<file path="config.mk">
export PLATFORM = sky130hd
export DESIGN_NAME = contrast_stretch_min_max_top
export DESIGN_NICKNAME = d
export VERILOG_FILES = /design/src/hw/rtl/csmm_pkg.sv /design/src/hw/rtl/contrast_stretch_min_max_top.sv
export SDC_FILE = /design/constraint.sdc
export NUM_CORES = 1
export LEC_CHECK = 0
export BUFFER_PORTS_ARGS = -buffer_cell sky130_fd_sc_hd__buf_4
export CAP_MARGIN = 0
export CORE_MARGIN = 2
export CORE_UTILIZATION = 45
export DETAILED_ROUTE_END_ITERATION = 16
export HOLD_SLACK_MARGIN = 0.15
export SLEW_MARGIN = 10
export SYNTH_ARGS = -nofsm -noshare
export SYNTH_HDL_FRONTEND = slang
export SYNTH_SLANG_ARGS = --single-unit
</file>
<file path="constraint.sdc">
create_clock -name clk -period 5.12 [get_ports clk]
set_clock_uncertainty 0.1 [all_clocks]
set_input_delay 0.256 -clock clk [delete_from_list [all_inputs] [get_ports clk]]
set_output_delay 0.256 -clock clk [all_outputs]
set_load 0.02 [all_outputs]
</file>
<file path="src/hw/rtl/csmm_pkg.sv">
// Package for the min/max contrast stretch block.
// Holds pixel width, tracker reset values, gray scale constants and helpers.
// No dependencies.
package csmm_pkg;

	localparam int PIXEL_BITS = 16;
	localparam int IN_BITS    = 16;
	localparam int GRAY_BITS  = 8;
	localparam int DIV_STEPS  = GRAY_BITS;
	localparam int STEP_BITS  = $clog2(DIV_STEPS);

	localparam logic signed [IN_BITS-1:0] LOW_RESET  = 16'sh7FFF;
	localparam logic signed [IN_BITS-1:0] HIGH_RESET = 16'sh8000;
	localparam logic [GRAY_BITS-1:0]      GRAY_TOP   = 8'd255;
	localparam logic [GRAY_BITS-1:0]      GRAY_ZERO  = 8'd0;

	localparam logic OP_GATHER = 1'b0;
	localparam logic OP_MAP    = 1'b1;

	// low PIXEL_BITS bits read as two's complement
	function automatic logic signed [IN_BITS-1:0] pixel_value(input logic [IN_BITS-1:0] raw);
		logic signed [PIXEL_BITS-1:0] v;
		v = raw[PIXEL_BITS-1:0];
		return IN_BITS'(v);
	endfunction

endpackage

</file>
<file path="src/hw/rtl/contrast_stretch_min_max_top.sv">
// Min/max contrast stretch of signed gray values into 0..255.
// Uses csmm_pkg for widths, constants and pixel decoding.
//
// Usage:
//   Input channel (in_valid/in_ready) carries op, pixel and first. The host
//   streams the image twice: op=0 items gather the running min and max
//   (first=1 restarts both trackers on that pixel) and give no result; op=1
//   items each give one result on the output channel (out_valid/out_ready):
//   stretched = 255*(p-min)/(max-min) truncated, clipped when p lies outside
//   the gathered range (saturated to 0 or 255). A flat range maps to 0, an
//   empty range (no gather since reset) gives 0 and no clip.
// Sequence:
//   A gather item only updates the trackers and leaves the block ready. A
//   map item passes capture, offset/scale/classify and the output register
//   load; unless the pixel saturates or the range is flat or empty, 8 steps
//   of a shared restoring subtract-compare unit, one quotient bit each, come
//   before that load. in_ready is low while a map item is in work.
// Stall:
//   The result sits in an output register; the block goes back to taking
//   items while it waits. A second result waits in the sequencer until the
//   output register frees.
// Reset: arst_n clears control, min tracker to 32767, max tracker to -32768.
module contrast_stretch_min_max_top
	import csmm_pkg::*;
(
	input  logic                 clk,
	input  logic                 arst_n,
	input  logic                 in_valid,
	output logic                 in_ready,
	input  logic                 op,
	input  logic [IN_BITS-1:0]   pixel,
	input  logic                 first,
	output logic                 out_valid,
	input  logic                 out_ready,
	output logic [GRAY_BITS-1:0] stretched,
	output logic                 clipped
);

	typedef enum logic [1:0] {
		S_IDLE,
		S_PREP,
		S_DIV,
		S_EMIT
	} state_t;

	state_t                      state_q;
	logic signed [IN_BITS-1:0]   low_q;
	logic signed [IN_BITS-1:0]   high_q;
	logic signed [IN_BITS-1:0]   pix_q;
	logic [IN_BITS-1:0]          span_q;
	logic [IN_BITS-1:0]          rem_q;
	logic [GRAY_BITS-1:0]        num_q;
	logic [STEP_BITS-1:0]        step_q;
	logic [GRAY_BITS-1:0]        res_q;
	logic                        clip_q;
	logic                        out_valid_q;
	logic [GRAY_BITS-1:0]        stretched_q;
	logic                        clipped_q;

	logic signed [IN_BITS-1:0]   pix_in;
	logic signed [IN_BITS:0]     offset;
	logic signed [IN_BITS:0]     span;
	logic [IN_BITS+GRAY_BITS-1:0] scaled;
	logic [IN_BITS:0]            trial_rem;
	logic [IN_BITS:0]            trial;
	logic                        qbit;
	logic                        in_acc;
	logic                        out_free;

	assign pix_in   = pixel_value(pixel);
	assign in_ready = (state_q == S_IDLE);
	assign in_acc   = in_valid && in_ready;
	assign out_free = !out_valid_q || out_ready;

	assign offset = IN_BITS'(0) + ({pix_q[IN_BITS-1], pix_q} - {low_q[IN_BITS-1], low_q});
	assign span   = {high_q[IN_BITS-1], high_q} - {low_q[IN_BITS-1], low_q};
	// 255*offset = (offset << 8) - offset
	assign scaled = {offset[IN_BITS-1:0], GRAY_BITS'(0)}
		- {GRAY_BITS'(0), offset[IN_BITS-1:0]};

	assign trial_rem = {rem_q, num_q[GRAY_BITS-1]};
	assign trial     = trial_rem - {1'b0, span_q};
	assign qbit      = (trial_rem >= {1'b0, span_q});

	always_ff @(posedge clk or negedge arst_n) begin
		if (!arst_n) begin
			state_q     <= S_IDLE;
			low_q       <= LOW_RESET;
			high_q      <= HIGH_RESET;
			out_valid_q <= 1'b0;
			step_q      <= '0;
		end else begin
			if (out_valid_q && out_ready && (state_q != S_EMIT))
				out_valid_q <= 1'b0;
			case (state_q)
				S_IDLE: begin
					if (in_acc) begin
						if (op == OP_MAP) begin
							pix_q   <= pix_in;
							state_q <= S_PREP;
						end else if (first) begin
							low_q  <= pix_in;
							high_q <= pix_in;
						end else begin
							if (pix_in < low_q)
								low_q <= pix_in;
							if (pix_in > high_q)
								high_q <= pix_in;
						end
					end
				end
				S_PREP: begin
					if (high_q < low_q) begin
						res_q   <= GRAY_ZERO;
						clip_q  <= 1'b0;
						state_q <= S_EMIT;
					end else if (high_q == low_q) begin
						res_q   <= GRAY_ZERO;
						clip_q  <= (pix_q != low_q);
						state_q <= S_EMIT;
					end else if (pix_q < low_q) begin
						res_q   <= GRAY_ZERO;
						clip_q  <= 1'b1;
						state_q <= S_EMIT;
					end else if (pix_q > high_q) begin
						res_q   <= GRAY_TOP;
						clip_q  <= 1'b1;
						state_q <= S_EMIT;
					end else begin
						// quotient fits 8 bits, so the top 16 bits start below span
						span_q  <= span[IN_BITS-1:0];
						rem_q   <= scaled[IN_BITS+GRAY_BITS-1:GRAY_BITS];
						num_q   <= scaled[GRAY_BITS-1:0];
						clip_q  <= 1'b0;
						step_q  <= '0;
						state_q <= S_DIV;
					end
				end
				S_DIV: begin
					rem_q  <= qbit ? trial[IN_BITS-1:0] : trial_rem[IN_BITS-1:0];
					num_q  <= {num_q[GRAY_BITS-2:0], qbit};
					step_q <= step_q + 1'b1;
					if (step_q == STEP_BITS'(DIV_STEPS - 1)) begin
						res_q   <= {num_q[GRAY_BITS-2:0], qbit};
						state_q <= S_EMIT;
					end
				end
				S_EMIT: begin
					if (out_free) begin
						out_valid_q <= 1'b1;
						stretched_q <= res_q;
						clipped_q   <= clip_q;
						state_q     <= S_IDLE;
					end
				end
				default: state_q <= S_IDLE;
			endcase
		end
	end

	assign out_valid = out_valid_q;
	assign stretched = stretched_q;
	assign clipped   = clipped_q;

	a_map_busy: assert property (@(posedge clk) disable iff (!arst_n)
		in_valid && in_ready && (op == OP_MAP) |=> !in_ready)
		else $error("map item did not block input");

	a_div_span: assert property (@(posedge clk) disable iff (!arst_n)
		(state_q == S_DIV) |-> (span_q != '0) && (rem_q < span_q))
		else $error("divider remainder out of range");

	a_gather_order: assert property (@(posedge clk) disable iff (!arst_n)
		in_valid && in_ready && (op == OP_GATHER) |=> (low_q <= high_q))
		else $error("trackers out of order after gather");

	a_emit_load: assert property (@(posedge clk) disable iff (!arst_n)
		(state_q == S_EMIT) && out_free |=> out_valid && (state_q == S_IDLE))
		else $error("result not loaded into output register");

endmodule

</file>
* After elaboration in Yosys (flattened, before gate mapping) *
Cells that the tools add are included.

word-level totals
  bits of input ports = 22
  flip-flop bits (word level) = 112
  word-level logic and storage cells = 105

cells by class
  add/sub/neg operators = 5
  eq/ne operators = 16
  multiplexer cells = 41
  reductions and logical operators = 19
  bitwise gates (word level) = 5
  order comparisons = 6

operator list
  cell                                           number
  two-way mux 16 bit                             9
  two-way mux 8 bit                              9
  less-than comparator 16 bit                    3
  subtractor 16 bit                              3
  greater-than comparator 16 bit                 2
  one-hot mux 16 bit (2 select lines)            1
  one-hot mux 8 bit (2 select lines)             2
  subtractor 24 x 16 -> 24 bit                   1
  AND reduction 4 bit                            5
  greater-or-equal comparator 17 x 16 -> 1 bit   1
  equality test 16 bit                           1
  inequality test 16 bit                         1
  inequality test 2 bit (second input constant)  7
  two-way mux 3 bit                              4
  AND reduction 6 bit                            2
  two-way mux 1 bit                              10
  two-way mux 2 bit                              4
  one-hot mux 2 bit (4 select lines)             1
  one-hot mux 3 bit (2 select lines)             1
  nonzero test 2 bit                             3
  inequality test 5 bit (second input constant)  1
  NOT 1 bit                                      5
  AND reduction 5 bit                            1
  equality test 2 bit (second input constant)    2
  10 further kinds                               13

* Depth between registers and ports, before layout *
  depth in word-level cells = 7
  mapped depth = 18
  gate-level depth less buffers = 18

* Worst setup path before layout *
No wires, ideal clock.

  path kind = reg-to-reg
  start point = reg low_q[0]
  end point = reg rem_q[12], data pin
  arrival = 4.162 ns
  path buffers = 0
  setup slack = 0.599 ns
  cell stages (with the launch flop) = 17
  required time = 4.761 ns
  setup time = 0.259 ns
  clock period less this slack = 4.521 ns
  cell sequence = dfstp_2 -> ha_1 -> fa_1 -> nand2b_1 -> a21o_1 -> a21oi_1 -> nor2_1 -> xnor2_1 -> inv_1 -> ha_1 -> a21bo_2 -> o311a_1 -> o41a_1 -> o31ai_4 -> a31oi_2 -> and3_1 -> o31a_1

on the way
  cells in the longest elaborated chain, start to end = 7

ends and longest elaborated chain
  what                                 line                                 source
  from (decl)                          contrast_stretch_min_max_top.sv:47   logic signed [IN_BITS-1:0] low_q;
  from (signal assigned)               contrast_stretch_min_max_top.sv:102  low_q <= pix_in;
  from (signal assigned)               contrast_stretch_min_max_top.sv:106  low_q <= pix_in;
  subtractor 16 bit                    contrast_stretch_min_max_top.sv:75   assign offset = IN_BITS'(0) + ({pix_q[IN_BITS-1], pix_q} - {low_q[IN_BITS-1], low_q});
  subtractor 24 x 16 -> 24 bit         contrast_stretch_min_max_top.sv:79   - {GRAY_BITS'(0), offset[IN_BITS-1:0]};
  two-way mux 16 bit                   contrast_stretch_min_max_top.sv:125  end else if (pix_q > high_q) begin
  two-way mux 16 bit                   contrast_stretch_min_max_top.sv:121  end else if (pix_q < low_q) begin
  two-way mux 16 bit                   contrast_stretch_min_max_top.sv:117  end else if (high_q == low_q) begin
  two-way mux 16 bit                   contrast_stretch_min_max_top.sv:113  if (high_q < low_q) begin
  one-hot mux 16 bit (2 select lines)  contrast_stretch_min_max_top.sv:95   case (state_q)
  to (signal assigned)                 contrast_stretch_min_max_top.sv:132  rem_q <= scaled[IN_BITS+GRAY_BITS-1:GRAY_BITS];
  to (signal assigned)                 contrast_stretch_min_max_top.sv:140  rem_q <= qbit ? trial[IN_BITS-1:0] : trial_rem[IN_BITS-1:0];
  to (decl)                            contrast_stretch_min_max_top.sv:51   logic [IN_BITS-1:0] rem_q;

No other way between the ends. The select of a mux whose other input is x is not followed.
A chain may end at the register's enable or synchronous reset.

* Final worst setup path *
  start point = reg low_q[5]
  end point = reg rem_q[12], data pin

The elaborated chain is that of the path after synthesis.

==> results.md <==
- After routing the design area is 9690 um2.
- Counting every sink on the clock net gives 112.
- The share of the synthesized area in the top cell type is 25.8%.
- The startpoint of the worst hold path is in_valid.
- Synthesis produced a netlist with a net count of 1000.
- The largest net degree at the start of global routing is 48.
- The critical path is of the reg2reg type.
- The signed area change from the synthesized netlist to the final layout is 12.5%.
- The number of setup buffers added after CTS is 0.
- The global-route wire length before repair is 32800 um.
- The cell chosen for the clock root is clkbuf_16.
- The most critical setup path has its startpoint at low_q[5].
- The routed layout has 6552 vias.
- The worst path buffer plus inverter count is 2.
- The leading cell type in the layout, fill and taps excluded is ha_1.
- The fmax is 205 MHz.
- The type of element launching the critical path is a flip-flop.
- The post-route clock period utilization is 95.1%.
- The I/O pin count is 33.
- The final count of hold timing violations was 0.
- The placer's final routability congestion estimate is 0.908.
- The detailed placement HPWL is 15900 um.
- The post-synthesis async set-or-reset flop share is 33.9%.
- The slack of the worst reg-to-reg path is 250 ps.
- After the first detailed-routing iteration, the DRC count stood at 466.
- The overflow left after global routing is 0.
- The run finished with clean final reports.
- In the synthesized netlist the dominant register cell turns out to be edfxtp_1.
- In this run the critical register-to-register path is launched from low_q[5].
- The number of synthesized flops with an enable pin is 74.
- The floorplan die area is 20300 um2.
- The antenna diode instance count is 0.
- The detail route stage leaves a number of antenna-violating nets equal to 0.
- At the pin with the least slew margin, the transition time is 1030 ps.
- The worst register-to-register path has a depth of 16.
- The critical path capture point type is a flip-flop.
- The cell area that synthesis handed to floorplanning was 8620 um2.
- For hold timing, the worst endpoint is state_q[1].
- After detailed routing, the number of remaining DRC violations is 0.
- The maximum net fanout on the critical path is 7.
- The post-detailed-route wirelength per cell is 17.1 um.
- Summed over all layers, the routed wires come to 19900 um.
- The count of TritonRoute iterations in the first routing pass is 5.
- Measured along the x axis, the die boundary spans 142 um.
- The synthesized area divided by synthesized cell count is 9.94 um2.
- The highest cell delay on the worst timing path is 530 ps.
- The total area inside the core boundary comes to 18800 um2.
- In this run the core area contains 50 standard-cell rows.
- Dividing the detail-routed via count by the number of cells gives 5.64.
- The share of the yosys chip area belonging to registers is 37.0%.
- The max-slew violation count was 0.
- The setup violation total in the final timing report is 0.
- The top cell types in the final layout, fill and taps aside, are 108 x ha_1, 83 x inv_1, 74 x edfxtp_1, 66 x nand2_1, 48 x a21oi_1.
- The distinct cell type count after synthesis is 73.
- Synthesis handed over a netlist of 867 instances.
- Yosys printed 0 warnings.
- Counting along the longest clock path gives a buffer depth of 2.
- Once the floorplan was initialized, standard cells occupied 45.9% of the core.
- The relative max-transition margin is 30.2%.
- The clock reaches the later pin of the worst-skew pair after 370 ps.
- The critical path goes through inv_1 -> ha_1 -> o21a_1 -> o21ai_0 -> a21oi_1 -> nor2_1 -> xnor2_2 -> inv_1 -> ha_1 -> a21bo_2 -> o311a_1 -> o41a_1 -> o31ai_4 -> a31oi_2 -> and3_1 -> o31a_1.
- The cell type with the largest total area after synthesis is edfxtp_1.
- The number of cells on the worst hold path is 5.
- The initial antenna violation count was 0.
- Of the cells placed in the final design, the portion with a size suffix greater than 1 is 14.0%.
- The TritonCTS buffer count is 9.
- The number of synthesized register bits is 112.
- The path class of the lowest-slack min-delay path is in2reg.
- Grouping stages by cell kind, the critical path spends the most delay in compound AO/OA/AOI/OAI gates.
- After layout, the minimum clock period comes to 4870 ps.
- The via count of the first global-routing pass came to 6361.
- From bottom edge to top edge, the die measures 142 um.
- The total routing resource utilization after global routing is 20.6%.
- The total placed instance area is 9190 um2.
- The number of max-cap violations is 0.
- The critical register-to-register path endpoint is rem_q[12].
- The net count reported at finish is 1056.
- Setup repair after global routing left no endpoint under its margin.
- The cell with the largest stage delay on the worst path is dfstp_2.
- The arrival time at the worst endpoint is 4900 ps.
- Sorting the synthesized cells by area gives the leading types as edfxtp_1 26%, ha_1 16%, dfrtp_1 6.4%, dfstp_2 4.9%, mux2_2 4.4%.
- The TritonCTS clock tree is built.
- After routing, the total negative slack on setup checks comes to 0 ps.
- The clock edge transition at the registers on the reported setup and hold paths is 90 ps.
- The number of H-tree levels is 3.
- Port buffering added 32 buffers.
- The critical path data required time is 5150 ps.
-- worst reg2reg max path, stage by stage (launching register included) --
cell and delay (ps):
dfstp_2 530, inv_1 70, ha_1 440, o21a_1 250, o21ai_0 100, a21oi_1 280
nor2_1 120, xnor2_2 250, inv_1 140, ha_1 340, a21bo_2 240, o311a_1 380
o41a_1 470, o31ai_4 260, a31oi_2 190, and3_1 220, o31a_1 230
-- cell type report --
type / instances / area [um2]
fillers: 1757 / 9070
clock buffers: 9 / 225
multi-input cells: 653 / 5060
flip-flops and latches: 112 / 3190
well taps: 234 / 293
repair buffers: 63 / 518
clock inverters: 7 / 86.3
inverters: 84 / 315
-- cell families (layout without fill, tap and decap cells) --
group                    count (synthesis)  after routing  share of synthesized area, %
AND/OR/NAND/NOR                        221            221                          13.1
AO/OA/AOI/OAI                          219            219                          17.2
adder cells (fa/ha/maj)                112            112                          16.5
flip-flops                             112            112                          37.0
buffers and inverters                  102            163                          4.46
XOR/XNOR                                54             54                          5.73
multiplexers                            47             47                          5.95
-- Yosys cell counts, types with 3 or more instances --
master and count:
ha_1 108, inv_1 83, edfxtp_1 74, nand2_1 66, a21oi_1 48, o21ai_0 45, nor2_1 41, xnor2_1 35
mux2_2 34, a21o_1 27, dfrtp_1 22, nor2b_1 19, nand4_1 17, xor2_1 17, clkbuf_1 16, dfstp_2 16
nor3_1 16, mux2i_1 13, nand2b_1 13, o21a_1 13, o211ai_1 12, a31oi_1 9, nand3_1 9, a211oi_1 8
and2_1 8, and3_1 8, a211o_1 5, a221oi_1 4, nand3b_1 4, nor4_1 4, o21bai_1 4, or2_2 4
a21boi_0 3, fa_1 3, nor3b_1 3, o311a_1 3, o31a_1 3, o31ai_1 3
-- metrics by stage --
stage	hold slack (ps)	instances	utilization (%)	worst slack, ps
5_1_grt	319	1162	51.6	55.8
2_1_floorplan	-140	867	-	599
4_1_cts	269	1162	51.6	183
6_report	277	1162	51.6	250
3_5_place_dp	174	1128	49.0	223
3_3_place_gp	177	1128	49.0	256
-- what timing repair did --
action | 4_1_cts | 5_1_grt
endpoints found under the setup margin | 0 | 1
hold buffers | 18 | 0
resized for setup | 0 | 1
endpoints found under the hold margin | 87 | 0
-- worst max-delay path by stage --
stage / to / slack [ps] / cells after the start
finish: rem_q[12] / 250 / 16
global route: rem_q[12] / 60 / 16
CTS: rem_q[12] / 180 / 16
detailed placement: rem_q[12] / 220 / 16
global placement: rem_q[12] / 260 / 16
floorplan: rem_q[12] / 600 / 16
-- state kept, by name, indices dropped and copies added (netlist names) --
register   count
high_q        16
low_q         16
pix_q         16
rem_q         16
span_q        16
num_q          8
res_q          8
stretched      8
step_q         3
state_q        2
clip_q         1
clipped        1
out_valid      1
-- metal layers --
layer	part of all wire, %	vias up	global-route usage (%)
li1	-	3297	-
met1	48	3098	28.6
met2	46	123	33.1
met3	2.9	34	2.05
met4	3.3	0	8.70
met5	0	-	0
Power is left out: the tool's default activity adds up to more than one toggle a clock period on the data nets, which glitch-free logic cannot reach.
